**config.mk**
```make
export PLATFORM = sky130hd
export DESIGN_NAME = http_header_and_chunk_framer_unit
export DESIGN_NICKNAME = d
export VERILOG_FILES = /design/src/hcf_pkg.sv /design/src/hcf_parser.sv /design/src/hcf_queue.sv /design/src/http_header_and_chunk_framer_unit.sv
export SDC_FILE = /design/constraint.sdc
export NUM_CORES = 1
export LEC_CHECK = 0
export BUFFER_PORTS_ARGS = -buffer_cell sky130_fd_sc_hd__buf_4
export CAP_MARGIN = 25
export CORE_UTILIZATION = 50
export CTS_BUF_LIST = sky130_fd_sc_hd__clkbuf_8 sky130_fd_sc_hd__clkbuf_16
export DETAILED_ROUTE_END_ITERATION = 7
export GPL_TIMING_DRIVEN = 1
export PLACE_DENSITY = 0.64
export SYNTH_ARGS = -nofsm -noshare
export SYNTH_HDL_FRONTEND = slang
export SYNTH_SLANG_ARGS = --single-unit
```
**constraint.sdc**
```tcl
create_clock -name clk -period 10 [get_ports clk]
set_input_delay 1 -clock clk [delete_from_list [all_inputs] [get_ports clk]]
set_output_delay 1 -clock clk [all_outputs]
set_load 0.005 [all_outputs]
```
**src/hcf_pkg.sv**
```systemverilog
// shared types and constants for the http header and chunk framer
`default_nettype none
package hcf_pkg;
  localparam int unsigned OFFSET_BITS_DEF = 16;
  localparam int unsigned SIZE_BITS_DEF = 32;
  localparam int unsigned NAME_LEN = 17;
  localparam int unsigned VAL_LEN = 7;
  localparam logic [7:0] CH_CR = 8'd13;
  localparam logic [7:0] CH_LF = 8'd10;
  localparam logic [7:0] CH_COLON = 8'h3a;
  localparam logic [7:0] CH_SPACE = 8'h20;
  localparam int unsigned OUT_DATA_BITS = 120;

  typedef enum logic [2:0] {
    KIND_HEADER = 3'd0,
    KIND_END_HDR = 3'd1,
    KIND_CHUNK = 3'd2,
    KIND_LAST = 3'd3,
    KIND_MALFORMED = 3'd4
  } kind_t;

  typedef struct packed {
    logic [2:0] kind;
    logic [15:0] first_start;
    logic [15:0] first_length;
    logic [15:0] value_begin;
    logic [15:0] value_length;
    logic [31:0] chunk_size;
    logic chunked;
    logic [15:0] index;
    logic overflow;
  } rec_t;

  function automatic logic [7:0] name_char(input logic [4:0] i);
    logic [7:0] c;
    case (i)
      5'd0: c = "t";   5'd1: c = "r";  5'd2: c = "a";  5'd3: c = "n";
      5'd4: c = "s";   5'd5: c = "f";  5'd6: c = "e";  5'd7: c = "r";
      5'd8: c = "-";   5'd9: c = "e";  5'd10: c = "n"; 5'd11: c = "c";
      5'd12: c = "o";  5'd13: c = "d"; 5'd14: c = "i"; 5'd15: c = "n";
      5'd16: c = "g";
      default: c = 8'h00;
    endcase
    return c;
  endfunction

  function automatic logic [7:0] val_char(input logic [2:0] i);
    logic [7:0] c;
    case (i)
      3'd0: c = "c"; 3'd1: c = "h"; 3'd2: c = "u"; 3'd3: c = "n";
      3'd4: c = "k"; 3'd5: c = "e"; 3'd6: c = "d";
      default: c = 8'h00;
    endcase
    return c;
  endfunction

  function automatic logic [3:0] hex_digit(input logic [7:0] b);
    logic [3:0] d;
    d = 4'd0;
    if (b >= "0" && b <= "9") d = 4'(b - "0");
    else if (b >= "A" && b <= "F") d = 4'(b - "A" + 8'd10);
    else if (b >= "a" && b <= "f") d = 4'(b - "a" + 8'd10);
    return d;
  endfunction
endpackage
`default_nettype wire

```
**src/hcf_parser.sv**
```systemverilog
// front part: byte classifier and parse state machine, one byte per step
`default_nettype none
module hcf_parser #(
  parameter int unsigned OFFSET_BITS = hcf_pkg::OFFSET_BITS_DEF,
  parameter int unsigned SIZE_BITS = hcf_pkg::SIZE_BITS_DEF
) (
  input wire logic clk,
  input wire logic rst_n,
  input wire logic step,
  input wire logic msg_start,
  input wire logic [7:0] b,
  output hcf_pkg::rec_t rec,
  output logic rec_valid
);
  typedef enum logic [3:0] {
    PH_LEAD, PH_LINE, PH_KEY, PH_KEY_CR, PH_VSKIP, PH_VALUE, PH_VALUE_CR,
    PH_BLANK_CR, PH_CLEAD, PH_SIZE, PH_SIZE_CR, PH_DATA, PH_TRAIL1,
    PH_TRAIL2, PH_DONE
  } phase_t;

  localparam logic [OFFSET_BITS-1:0] OFS_MAX = '1;

  phase_t ph_r, ph_nxt;
  logic [OFFSET_BITS-1:0] pos_r, pos_nxt, ko_r, ko_nxt, ks_r, ks_nxt, vo_r, vo_nxt;
  logic [4:0] nm_r, nm_nxt;
  logic ns_r, ns_nxt;
  logic [2:0] vm_r, vm_nxt;
  logic es_r, es_nxt, ck_r, ck_nxt, va_r, va_nxt, sat_r, sat_nxt;
  logic [SIZE_BITS-1:0] hex_r, hex_nxt, rem_r, rem_nxt;
  logic [15:0] hc_r, hc_nxt, cc_r, cc_nxt;

  logic [OFFSET_BITS-1:0] pos, prev, npos;
  logic sat_now;

  always_comb begin
    phase_t ph;
    logic [7:0] lc, lcr;
    ph = ph_r; pos = pos_r; ko_nxt = ko_r; ks_nxt = ks_r; vo_nxt = vo_r;
    nm_nxt = nm_r; ns_nxt = ns_r; vm_nxt = vm_r; es_nxt = es_r; ck_nxt = ck_r;
    va_nxt = va_r; sat_now = sat_r; hex_nxt = hex_r; rem_nxt = rem_r;
    hc_nxt = hc_r; cc_nxt = cc_r;
    if (msg_start) begin
      ph = PH_LEAD; pos = '0; ko_nxt = '0; ks_nxt = '0; vo_nxt = '0;
      nm_nxt = '0; ns_nxt = 1'b1; vm_nxt = '0; es_nxt = 1'b0; ck_nxt = 1'b0;
      va_nxt = 1'b0; sat_now = 1'b0; hex_nxt = '0; rem_nxt = '0;
      hc_nxt = '0; cc_nxt = '0;
    end
    prev = (pos != '0) ? pos - 1'b1 : '0;
    npos = (pos != OFS_MAX) ? pos + 1'b1 : OFS_MAX;
    if (pos == OFS_MAX) sat_now = 1'b1;
    ph_nxt = ph;
    rec = '0;
    rec.overflow = sat_now;
    rec_valid = 1'b0;
    lc = (b >= "A" && b <= "Z") ? b + 8'd32 : b;
    lcr = hcf_pkg::CH_CR;

    // carry pending cr into key or value or size, and restart keys
    if (ph == PH_KEY_CR && b != hcf_pkg::CH_LF) begin
      if (ns_nxt && nm_nxt < 5'(hcf_pkg::NAME_LEN) && lcr == hcf_pkg::name_char(nm_nxt))
        nm_nxt = nm_nxt + 1'b1;
      else ns_nxt = 1'b0;
      ph = PH_KEY;
    end
    if (ph == PH_BLANK_CR && b != hcf_pkg::CH_LF) begin
      ko_nxt = prev; nm_nxt = '0; ns_nxt = 1'b0; ph = PH_KEY;
    end
    if ((ph == PH_LEAD && b != hcf_pkg::CH_CR && b != hcf_pkg::CH_LF) ||
        (ph == PH_LINE && b != hcf_pkg::CH_CR)) begin
      ko_nxt = pos; nm_nxt = '0; ns_nxt = 1'b1; ph = PH_KEY;
    end
    if (ph == PH_VALUE_CR && b != hcf_pkg::CH_LF) begin
      if (va_nxt) begin
        if (vm_nxt < 3'(hcf_pkg::VAL_LEN) && lcr == hcf_pkg::val_char(vm_nxt)) begin
          vm_nxt = vm_nxt + 1'b1;
          if (vm_nxt == 3'(hcf_pkg::VAL_LEN)) begin ck_nxt = 1'b1; va_nxt = 1'b0; end
        end else va_nxt = 1'b0;
      end
      ph = PH_VALUE;
    end
    if (ph == PH_SIZE_CR && b != hcf_pkg::CH_LF) begin
      hex_nxt = hex_nxt << 4;
      ph = PH_SIZE;
    end
    ph_nxt = ph;

    case (ph)
      PH_LEAD, PH_LINE: begin
        if (ph == PH_LINE) ph_nxt = PH_BLANK_CR;
      end
      PH_KEY: begin
        if (b == hcf_pkg::CH_COLON) begin
          ks_nxt = (pos > ko_nxt) ? pos - ko_nxt : '0;
          if (ns_nxt && nm_nxt == 5'(hcf_pkg::NAME_LEN) && !es_nxt) begin
            es_nxt = 1'b1; va_nxt = 1'b1; vm_nxt = '0;
          end
          ph_nxt = PH_VSKIP;
        end else if (b == hcf_pkg::CH_CR) begin
          ph_nxt = PH_KEY_CR;
        end else if (ns_nxt && nm_nxt < 5'(hcf_pkg::NAME_LEN) &&
                     lc == hcf_pkg::name_char(nm_nxt)) begin
          nm_nxt = nm_nxt + 1'b1;
        end else ns_nxt = 1'b0;
      end
      PH_KEY_CR: begin
        rec.kind = hcf_pkg::KIND_MALFORMED;
        rec.first_start = 16'(ko_nxt);
        rec.index = hc_nxt;
        rec_valid = 1'b1;
        ph_nxt = PH_LINE;
      end
      PH_VSKIP, PH_VALUE: begin
        if (ph == PH_VSKIP && b > hcf_pkg::CH_SPACE) begin
          vo_nxt = pos; ph_nxt = PH_VALUE;
        end
        if (ph == PH_VALUE && b == hcf_pkg::CH_CR) ph_nxt = PH_VALUE_CR;
        else if (ph_nxt == PH_VALUE && va_nxt) begin
          if (vm_nxt < 3'(hcf_pkg::VAL_LEN) && b == hcf_pkg::val_char(vm_nxt)) begin
            vm_nxt = vm_nxt + 1'b1;
            if (vm_nxt == 3'(hcf_pkg::VAL_LEN)) begin ck_nxt = 1'b1; va_nxt = 1'b0; end
          end else va_nxt = 1'b0;
        end
      end
      PH_VALUE_CR: begin
        rec.kind = hcf_pkg::KIND_HEADER;
        rec.first_start = 16'(ko_nxt);
        rec.first_length = 16'(ks_nxt);
        rec.value_begin = 16'(vo_nxt);
        rec.value_length = 16'((prev > vo_nxt) ? prev - vo_nxt : '0);
        rec.index = hc_nxt;
        rec_valid = 1'b1;
        if (hc_nxt != 16'hffff) hc_nxt = hc_nxt + 1'b1;
        va_nxt = 1'b0;
        ph_nxt = PH_LINE;
      end
      PH_BLANK_CR: begin
        rec.kind = hcf_pkg::KIND_END_HDR;
        rec.first_start = 16'(npos);
        rec.chunked = ck_nxt;
        rec.index = hc_nxt;
        rec_valid = 1'b1;
        ph_nxt = ck_nxt ? PH_CLEAD : PH_DONE;
      end
      PH_CLEAD, PH_SIZE: begin
        if (ph == PH_CLEAD && b != hcf_pkg::CH_CR && b != hcf_pkg::CH_LF) begin
          hex_nxt = SIZE_BITS'({hcf_pkg::hex_digit(b)});
          ph_nxt = PH_SIZE;
        end else if (ph == PH_SIZE) begin
          if (b == hcf_pkg::CH_CR) ph_nxt = PH_SIZE_CR;
          else hex_nxt = (hex_nxt << 4) | SIZE_BITS'(hcf_pkg::hex_digit(b));
        end
      end
      PH_SIZE_CR: begin
        rec_valid = 1'b1;
        rec.index = cc_nxt;
        if (hex_nxt == '0) begin
          rec.kind = hcf_pkg::KIND_LAST;
          ph_nxt = PH_DONE;
        end else begin
          rec.kind = hcf_pkg::KIND_CHUNK;
          rec.first_start = 16'(npos);
          rec.chunk_size = 32'(hex_nxt);
          if (cc_nxt != 16'hffff) cc_nxt = cc_nxt + 1'b1;
          rem_nxt = hex_nxt;
          ph_nxt = PH_DATA;
        end
      end
      PH_DATA: begin
        if (rem_nxt != '0) rem_nxt = rem_nxt - 1'b1;
        if (rem_nxt == '0) ph_nxt = PH_TRAIL1;
      end
      PH_TRAIL1: ph_nxt = PH_TRAIL2;
      PH_TRAIL2: ph_nxt = PH_CLEAD;
      default: ph_nxt = PH_DONE;
    endcase
    pos_nxt = npos;
    sat_nxt = sat_now;
  end

  always_ff @(posedge clk) begin
    if (!rst_n) begin
      ph_r <= PH_LEAD; pos_r <= '0; ko_r <= '0; ks_r <= '0; vo_r <= '0;
      nm_r <= '0; ns_r <= 1'b1; vm_r <= '0; es_r <= 1'b0; ck_r <= 1'b0;
      va_r <= 1'b0; sat_r <= 1'b0; hex_r <= '0; rem_r <= '0;
      hc_r <= '0; cc_r <= '0;
    end else if (step) begin
      ph_r <= ph_nxt; pos_r <= pos_nxt; ko_r <= ko_nxt; ks_r <= ks_nxt;
      vo_r <= vo_nxt; nm_r <= nm_nxt; ns_r <= ns_nxt; vm_r <= vm_nxt;
      es_r <= es_nxt; ck_r <= ck_nxt; va_r <= va_nxt; sat_r <= sat_nxt;
      hex_r <= hex_nxt; rem_r <= rem_nxt; hc_r <= hc_nxt; cc_r <= cc_nxt;
    end
  end

  property p_pos_sat;
    @(posedge clk) disable iff (!rst_n)
      (step && !msg_start && pos_r == OFS_MAX) |=> pos_r == OFS_MAX;
  endproperty
  a_pos_sat: assert property (p_pos_sat) else $error("offset left saturation");

  property p_sat_flag;
    @(posedge clk) disable iff (!rst_n) (pos_r == OFS_MAX && step && !msg_start) |=> sat_r;
  endproperty
  a_sat_flag: assert property (p_sat_flag) else $error("saturation flag missing");

  property p_chunked_seen;
    @(posedge clk) disable iff (!rst_n) ck_r |-> es_r;
  endproperty
  a_chunked_seen: assert property (p_chunked_seen) else $error("chunked without header");
endmodule
`default_nettype wire

```
**src/hcf_queue.sv**
```systemverilog
// short record queue between the parser and the output stage
`default_nettype none
module hcf_queue (
  input wire logic clk,
  input wire logic rst_n,
  input wire logic wr_en,
  input wire hcf_pkg::rec_t wr_data,
  output logic full,
  input wire logic rd_en,
  output hcf_pkg::rec_t rd_data,
  output logic empty
);
  hcf_pkg::rec_t mem [4];
  logic [1:0] wp_r, rp_r;
  logic [2:0] cnt_r;

  assign full = (cnt_r == 3'd4);
  assign empty = (cnt_r == 3'd0);
  assign rd_data = mem[rp_r];

  always_ff @(posedge clk) begin
    if (wr_en) mem[wp_r] <= wr_data;
  end

  always_ff @(posedge clk) begin
    if (!rst_n) begin
      wp_r <= '0; rp_r <= '0; cnt_r <= '0;
    end else begin
      if (wr_en) wp_r <= wp_r + 1'b1;
      if (rd_en) rp_r <= rp_r + 1'b1;
      cnt_r <= cnt_r + 3'(wr_en) - 3'(rd_en);
    end
  end

  property p_no_overrun;
    @(posedge clk) disable iff (!rst_n) full |-> !wr_en || rd_en;
  endproperty
  a_no_overrun: assert property (p_no_overrun) else $error("queue overrun");

  property p_no_underrun;
    @(posedge clk) disable iff (!rst_n) empty |-> !rd_en;
  endproperty
  a_no_underrun: assert property (p_no_underrun) else $error("queue underrun");
endmodule
`default_nettype wire

```
**src/http_header_and_chunk_framer_unit.sv**
```systemverilog
// top level of the http header and chunk framer
//  channel | dir | tdata fields (low bit up)
//  in_     | in  | data_byte; tuser = message_start
//  out_    | out | first_start, first_length, value_begin, value_length,
//          |     | chunk_size, body_is_chunked, record_index, offset_overflow;
//          |     | tuser = record_kind
// one byte per cycle through the parse state machine while the queue is not full
// records wait in a four-entry queue; in_tready drops only when it is full
// the output register is refilled in the cycle it is taken, if a record is waiting
// synchronous active-low reset; no clearing pass
`default_nettype none
module http_header_and_chunk_framer_unit #(
  parameter int unsigned OFFSET_BITS = hcf_pkg::OFFSET_BITS_DEF,
  parameter int unsigned SIZE_BITS = hcf_pkg::SIZE_BITS_DEF
) (
  input wire logic clk,
  input wire logic rst_n,
  input wire logic in_tvalid,
  output logic in_tready,
  input wire logic [7:0] in_tdata,   // data_byte
  input wire logic in_tuser,         // message_start
  output logic out_tvalid,
  input wire logic out_tready,
  output logic [119:0] out_tdata,    // first_start, first_length, value_begin,
                                     // value_length, chunk_size, body_is_chunked,
                                     // record_index, offset_overflow, pad
  output logic [2:0] out_tuser       // record_kind
);
  hcf_pkg::rec_t rec, q_rd;
  logic rec_valid, q_full, q_empty, step, q_rd_en;
  logic ov_r;
  hcf_pkg::rec_t ob_r;

  assign in_tready = !q_full;
  assign step = in_tvalid && in_tready;

  hcf_parser #(.OFFSET_BITS(OFFSET_BITS), .SIZE_BITS(SIZE_BITS)) u_parser (
    .clk(clk), .rst_n(rst_n), .step(step), .msg_start(in_tuser), .b(in_tdata),
    .rec(rec), .rec_valid(rec_valid)
  );

  hcf_queue u_queue (
    .clk(clk), .rst_n(rst_n), .wr_en(step && rec_valid), .wr_data(rec),
    .full(q_full), .rd_en(q_rd_en), .rd_data(q_rd), .empty(q_empty)
  );

  assign q_rd_en = !q_empty && (!ov_r || out_tready);

  always_ff @(posedge clk) begin
    if (!rst_n) begin
      ov_r <= 1'b0;
    end else if (q_rd_en) begin
      ov_r <= 1'b1;
    end else if (out_tready) begin
      ov_r <= 1'b0;
    end
  end

  always_ff @(posedge clk) begin
    if (q_rd_en) ob_r <= q_rd;
  end

  assign out_tvalid = ov_r;
  assign out_tuser = ob_r.kind;
  assign out_tdata = {6'd0, ob_r.overflow, ob_r.index, ob_r.chunked, ob_r.chunk_size,
                      ob_r.value_length, ob_r.value_begin, ob_r.first_length,
                      ob_r.first_start};

  property p_hold;
    @(posedge clk) disable iff (!rst_n) (out_tvalid && !out_tready) |=> $stable(out_tdata);
  endproperty
  a_hold: assert property (p_hold) else $error("output changed while stalled");

  property p_kind;
    @(posedge clk) disable iff (!rst_n) out_tvalid |-> out_tuser <= 3'd4;
  endproperty
  a_kind: assert property (p_kind) else $error("bad record kind");
endmodule
`default_nettype wire
```
==> results of run 1 <==
-- layout make-up --
cell class / count / area [um^2]
multi-input combinational: 1774 / 12900
timing repair buffer: 168 / 1330
tap: 931 / 1160
clock buffer: 91 / 2180
fill: 5544 / 29300
sequential: 770 / 21300
inverter: 64 / 243
clock inverter: 57 / 508
-- metrics by stage --
stage / area [um^2] / instances / total power (W)
after global routing: 39600 / 3855 / 0.00902
final: 39600 / 3855 / 0.00867
after detailed placement: 36900 / 3707 / 0.00577
after floorplan: 35000 / 2773 / 0.00509
after global placement: 36800 / 3705 / 0.00576
after CTS: 39600 / 3855 / 0.00876
-- synthesized netlist by cell type (24+ instances only) --
cell	number	area, um^2
o22ai_1	27	169
and2_1	52	325
o21ai_0	88	440
edfxtp_1	585	17600
mux4_2	117	2640
a211oi_1	25	188
xnor2_1	55	482
a22o_1	24	210
nand4_1	32	200
and3_1	34	213
inv_1	63	236
a22oi_1	50	375
xor2_1	39	342
nor3_1	54	270
nand2_1	210	788
ha_1	67	838
dfxtp_1	185	3700
clkbuf_1	118	443
nor2b_1	35	219
buf_1	31	116
a21oi_1	163	816
nor2_1	312	1170
mux2i_1	29	290
nand3_1	48	240
-- flip-flops by register name, summed over array words and instances, names as in the netlist, 3 cells and up --
name and count:
u_parser.ks_r 16, u_parser.ph_r 4, u_queue.mem 468, u_parser.pos_r 16, u_parser.ko_r 16, u_parser.nm_r 5
u_queue.cnt_r 3, u_parser.hex_r 32, u_parser.hc_r 16, u_parser.rem_r 32, out_tuser 3, u_parser.vo_r 16
u_parser.vm_r 3, u_parser.cc_r 16, out_tdata 114
-- cell usage in the layout, fill, tap and decap left out, types with 24 or more instances in the layout --
| cell type | instances |
|---|---|
| nand2_1 | 209 |
| nor3_1 | 54 |
| a22o_1 | 24 |
| a22oi_1 | 50 |
| nand3_1 | 48 |
| inv_1 | 80 |
| and3_1 | 34 |
| o21ai_0 | 87 |
| a211oi_1 | 25 |
| mux2i_1 | 29 |
| dfxtp_1 | 183 |
| nor2_1 | 311 |
| edfxtp_1 | 585 |
| mux4_2 | 117 |
| nor2b_1 | 35 |
| xor2_1 | 39 |
| a21oi_1 | 161 |
| clkbuf_16 | 82 |
| buf_4 | 163 |
| nand4_1 | 32 |
| o22ai_1 | 27 |
| and2_1 | 47 |
| ha_1 | 67 |
| xnor2_1 | 55 |
-- report_power, final --
group	leakage [nW]	total, W	switching (W)	internal [W]
logic	5.28	0.00178	0.000970	0.000810
clock network	1.36	0.00299	0.00127	0.00173
registers	7.02	0.00390	0.000133	0.00376
total	13.7	0.00867	0.00237	0.00630
-- metal layers --
layer  up-vias  track usage
met3       172       0.0543
met2       887        0.393
li1      10700            -
met1     11900        0.375
met5         -            0
met4         0       0.0874
-- kinds of logic after synthesis --
| group | share of synthesized area |
|---|---|
| AOI/OAI and AO/OA | 0.110 |
| buffers and inverters | 0.0257 |
| xor gates and xnor gates | 0.0236 |
| adders and majority gates | 0.0257 |
| muxes | 0.0847 |
| other | 0.000107 |
| and+or+nand+nor | 0.122 |
| DFF | 0.609 |
-- critical path, delay by kind of cell --
kind / cells / cell delay (ps)
AOI/OAI and AO/OA: 12 / 2590
adders and majority gates: 3 / 830
buffers and inverters: 5 / 700
and+or+nand+nor: 6 / 1550
-- worst max-delay path by stage --
stage,to,start
2_1_floorplan,u_queue.cnt_r[1]$_SDFF_PN0_,out_tready
3_3_place_gp,u_parser.ks_r[10]$_SDFFE_PN0P_,in_tdata[0]
3_5_place_dp,u_parser.ks_r[6]$_SDFFE_PN0P_,in_tdata[0]
4_1_cts,u_parser.ks_r[8]$_SDFFE_PN0P_,in_tdata[0]
5_1_grt,u_parser.ks_r[7]$_SDFFE_PN0P_,in_tdata[0]
6_report,u_parser.ks_r[8]$_SDFFE_PN0P_,in_tdata[0]
==> results.md, run 1 <==
- Routability-driven placement congestion ratio: 0.957
- Clock sink total: 770
- Startpoint types: primary input
- Met3 WL: 6670 um
- Power per cell area: 219 nW/um^2
- Number of synthesized flops with an enable pin: 585
- H-tree levels: 3
- Vias in the first global route: 23000
- Largest net degree at the start of global routing: 121
- Die area: 71000 um^2
- Post-CTS Setup Bufs: 0
- Mapped Cells: 2768
- Worst vdd ir: 0.000599 V
- Yosys reg bits: 770
- Synth Cell Area: 35000 um^2
- Worst clock skew: 23.4 ps
- Crit share post-route: 0.620
- Die Y: 266 um
- Top layer in use: met4
- Post-route DRC violation count: 0
- Syn avg cell area: 12.6 um^2
- Post-route setup TNS: 0 ps
- CP Max Fanout: 30
- Min-delay src: u_parser.ns_r$_SDFFE_PN1P_
- Starting density of the core: 0.508
- Die Width: 266 um
- Fin Hold WS: 449 ps
- Fmax: 0.161 GHz
- Vias/cell: 6.12
- Initial DRC count: 2379
- Row cnt: 96
- CP required: 10490 ps
- Antenna-violating nets left: 0
- Port Buffers: 131
- Wire length on met2: 41800 um
- Core box area: 68800 um^2
- Dpl ws: 3320 ps
- Final Slew Violations: 0
- Pleak: 13.7 nW
- Ys Warns: 0
- Yosys cell types: 86
- Worst flop-to-flop path endpoint: u_parser.ks_r[6]$_SDFFE_PN0P_
- CP max stage delay: 590 ps
- GR Util All Layers: 0.260
- CTS buffer count: 80
- Clk buf depth: 3
- Final wirelength: 92000 um
- Register area share after synthesis: 0.609
- Least-Margin Pin Slew: 1150 ps
- Worst EP arrival: 6690 ps
- First-pass GRT wire length: 140000 um
- DR vias: 23600
- I/O pin cnt: 138
- Status: finished, final reports clean
- Post-cts resize count: 0
- Overflow after GRT: 0
- Share of layout cells above drive strength 1: 0.161
- Async SR Flop Fraction: 0
- FF-to-FF setup slack: 4320 ps
- Worst hold stages: 2
- Critical path's slowest cell: nor2_1
- Hold Crit Class: flip-flop to flip-flop
- Slew HR: 0.224
- Post-DP HPWL: 60800 um
- CP Capture Type: flip-flop
- R2r startpoint: u_parser.ph_r[2]$_SDFFE_PN0P_
- Most used DFF post-synth: edfxtp_1
- Worst Hold End: u_parser.ns_r$_SDFFE_PN1P_
- Final hold violation count: 0
- Area Growth Syn to Fin: 13.2%
- Met1 WL: 40800 um
- Drt pass-1 iters: 6
- Critical path class: primary input to flip-flop
- WL/cell: 23.9 um
- Final nets: 2941
- Root Driver: clkbuf_16
- RSZ-0062 raised after global routing: no
- Antenna violations before repair: 0
- Cts hold-fix bufs: 0
- Setup slack after layout: 3800 ps
- Final Core Density: 0.575
- CTS tree: yes
- Max-cap violations: 0
- Antenna diodes: 0
- Worst-path clk slew: 60 ps
- Cells on worst reg2reg path: 24
- Clk_lat worst skew: 640 ps
- Final min period: 6200 ps
- Final setup vio count: 0
Note: power is estimated with default switching activity, not from simulation.
==> run 2, diff against run 1 <==
Clock period 10 ns to 6 ns, I/O delays scaled along.
==> results.md, run 2 (synthesized netlist as in run 1, its figures left out) <==
- Status: finished, final reports clean (unchanged)
- Vias/cell: 6.06 (was 6.12)
- GR Util All Layers: 0.256 (was 0.260)
- Startpoint types: primary input (unchanged)
- H-tree levels: 3 (unchanged)
- Max-cap violations: 0 (unchanged)
- Drt pass-1 iters: 8 (was 6)
- Least-Margin Pin Slew: 1050 ps (was 1150 ps)
- Setup slack after layout: 1030 ps (was 3800 ps)
- Clock sink total: 770 (unchanged)
- Min-delay src: out_tready (was u_parser.ns_r$_SDFFE_PN1P_)
- Antenna-violating nets left: 0 (unchanged)
- CTS tree: yes (unchanged)
- Worst EP arrival: 5450 ps (was 6690 ps)
- Area Growth Syn to Fin: 14.3% (was 13.2%)
- CTS buffer count: 82 (was 80)
- Core box area: 68800 um^2 (unchanged)
- Most flops, register: u_queue.mem (unchanged)
- WL/cell: 23.3 um (was 23.9 um)
- Fin Hold WS: 273 ps (was 449 ps)
- Root Driver: clkbuf_16 (unchanged)
- Routability-driven placement congestion ratio: 0.964 (was 0.957)
- Post-cts resize count: 0 (unchanged)
- CP Capture Type: flip-flop (unchanged)
- Port Buffers: 131 (unchanged)
- DR vias: 23600 (about the same)
- Die Y: 266 um (unchanged)
- Starting density of the core: 0.508 (unchanged)
- Crit share post-route: 0.828
- Final Slew Violations: 0 (unchanged)
- Antenna violations before repair: 1 (was 0)
- Overflow after GRT: 0 (unchanged)
- Clk_lat worst skew: 650 ps (was 640 ps)
- R2r startpoint: u_parser.ph_r[3]$_SDFFE_PN0P_ (was u_parser.ph_r[2]$_SDFFE_PN0P_)
- Max reg flops: 468 (unchanged)
- Slew HR: 0.301 (was 0.224)
- Critical path's slowest cell: nor4b_2 (was nor2_1)
- Worst vdd ir: 0.000561 V (was 0.000599 V)
- Hold Crit Class: primary input to flip-flop (was flip-flop to flip-flop)
- Row cnt: 96 (unchanged)
- Antenna diodes: 0 (unchanged)
- Worst-path clk slew: 60 ps (about the same)
- Clk buf depth: 3 (unchanged)
- Final Power: 0.0146 W (was 0.00867 W)
- Post-route DRC violation count: 0 (unchanged)
- Vias in the first global route: 22800 (was 23000)
- Largest net degree at the start of global routing: 120 (was 121)
- RSZ-0062 raised after global routing: no (unchanged)
- Dpl ws: 486 ps (was 3320 ps)
- Final min period: 4970 ps
- CP max stage delay: 440 ps (was 590 ps)
- Most frequent cells in the layout: 585 x edfxtp_1, 311 x nor2_1, 209 x nand2_1 (unchanged)
- Final wirelength: 90600 um (was 92000 um)
- Post-CTS Setup Bufs: 0 (unchanged)
- Worst path most repeated cell: nor2_1
- Post-DP HPWL: 60500 um (was 60800 um)
- Critical path class: primary input to flip-flop (unchanged)
- Die Width: 266 um (unchanged)
- Power per cell area: 365 nW/um^2 (was 219 nW/um^2)
- Share of layout cells above drive strength 1: 0.169 (was 0.161)
- CP Max Fanout: 16 (was 30)
- CP required: 6480 ps (was 10490 ps)
- First-pass GRT wire length: 139000 um (was 140000 um)
- Cts hold-fix bufs: 0 (unchanged)
- Final setup vio count: 0 (unchanged)
- Worst clock skew: 31.0 ps (was 23.4 ps)
- Final nets: 2981 (was 2941)
- Fmax: 0.201 GHz
- Worst setup path start: in_tdata[0] (unchanged)
- Die area: 71000 um^2 (unchanged)
- Pleak: 13.9 nW (was 13.7 nW)
- Initial DRC count: 2175 (was 2379)
- I/O pin cnt: 138 (unchanged)
- Final hold violation count: 0 (unchanged)
- Post-route setup TNS: 0 ps (unchanged)
- Commonest non-fill, non-tap cell in the layout: edfxtp_1 (unchanged)
==> run 2: cell types whose count changed in the layout (fill, tap and decap cells not counted), moves of 2 or more <==
cell and delta:
buf_4 +33, clkinv_1 +11, inv_1 -5, clkinvlp_2 +2, bufinv_16 +3, clkbuf_16 +2, clkinvlp_4 -5, clkbuf_8 -4
buf_12 +6
==> run 2: layer usage <==
layer  GRT usage  wire length [um]  vias up
li1            -                 -    10800
met1       0.376             41300    11900
met2       0.398             41800      813
met3      0.0432              5520      142
met4      0.0620              1980        0
met5           0                 0        -
==> run 2: power breakdown <==
part	internal (W)	switching [W]	total, W	leakage [nW]
clock network	0.00300	0.00209	0.00509	1.38
registers	0.00627	0.000209	0.00648	7.01
logic	0.00137	0.00164	0.00301	5.48
==> run 2: area by class of cell <==
class	count	area, um^2
Fill cell	5582	28900
Sequential cell	770	21300
Multi-Input combinational cell	1774	12900
Clock buffer	89	2170
Timing Repair Buffer	206	1670
Tap cell	931	1160
Clock inverter	61	576
Inverter	64	243
==> run 2: path summary, 6_finish.rpt <==
check                                        end  cells after the start  slack (ps)
setup reg to reg   u_parser.ks_r[4]$_SDFFE_PN0P_                     21        1080
hold / removal           out_tvalid$_SDFFE_PN0P_                      4         270
hold reg to reg   u_parser.ko_r[15]$_SDFFE_PN0P_                      2         460
setup / recovery   u_parser.ks_r[4]$_SDFFE_PN0P_                     25        1030
==> run 2: worst max-delay path: cells and delay by family <==
family	cells	cell delay, ps
buffers and inverters	4	440
adders and majority gates	3	820
and+or+nand+nor	7	1610
AOI/OAI and AO/OA	11	1940
==> run 2: through the flow <==
stage | cell area, um^2 | instances | util
floorplan | 35000 | 2773 | -
global placement | 37200 | 3744 | 0.541
detailed placement | 37200 | 3745 | 0.541
CTS | 40000 | 3895 | 0.581
global route | 40000 | 3895 | 0.581
finish | 40000 | 3895 | 0.581
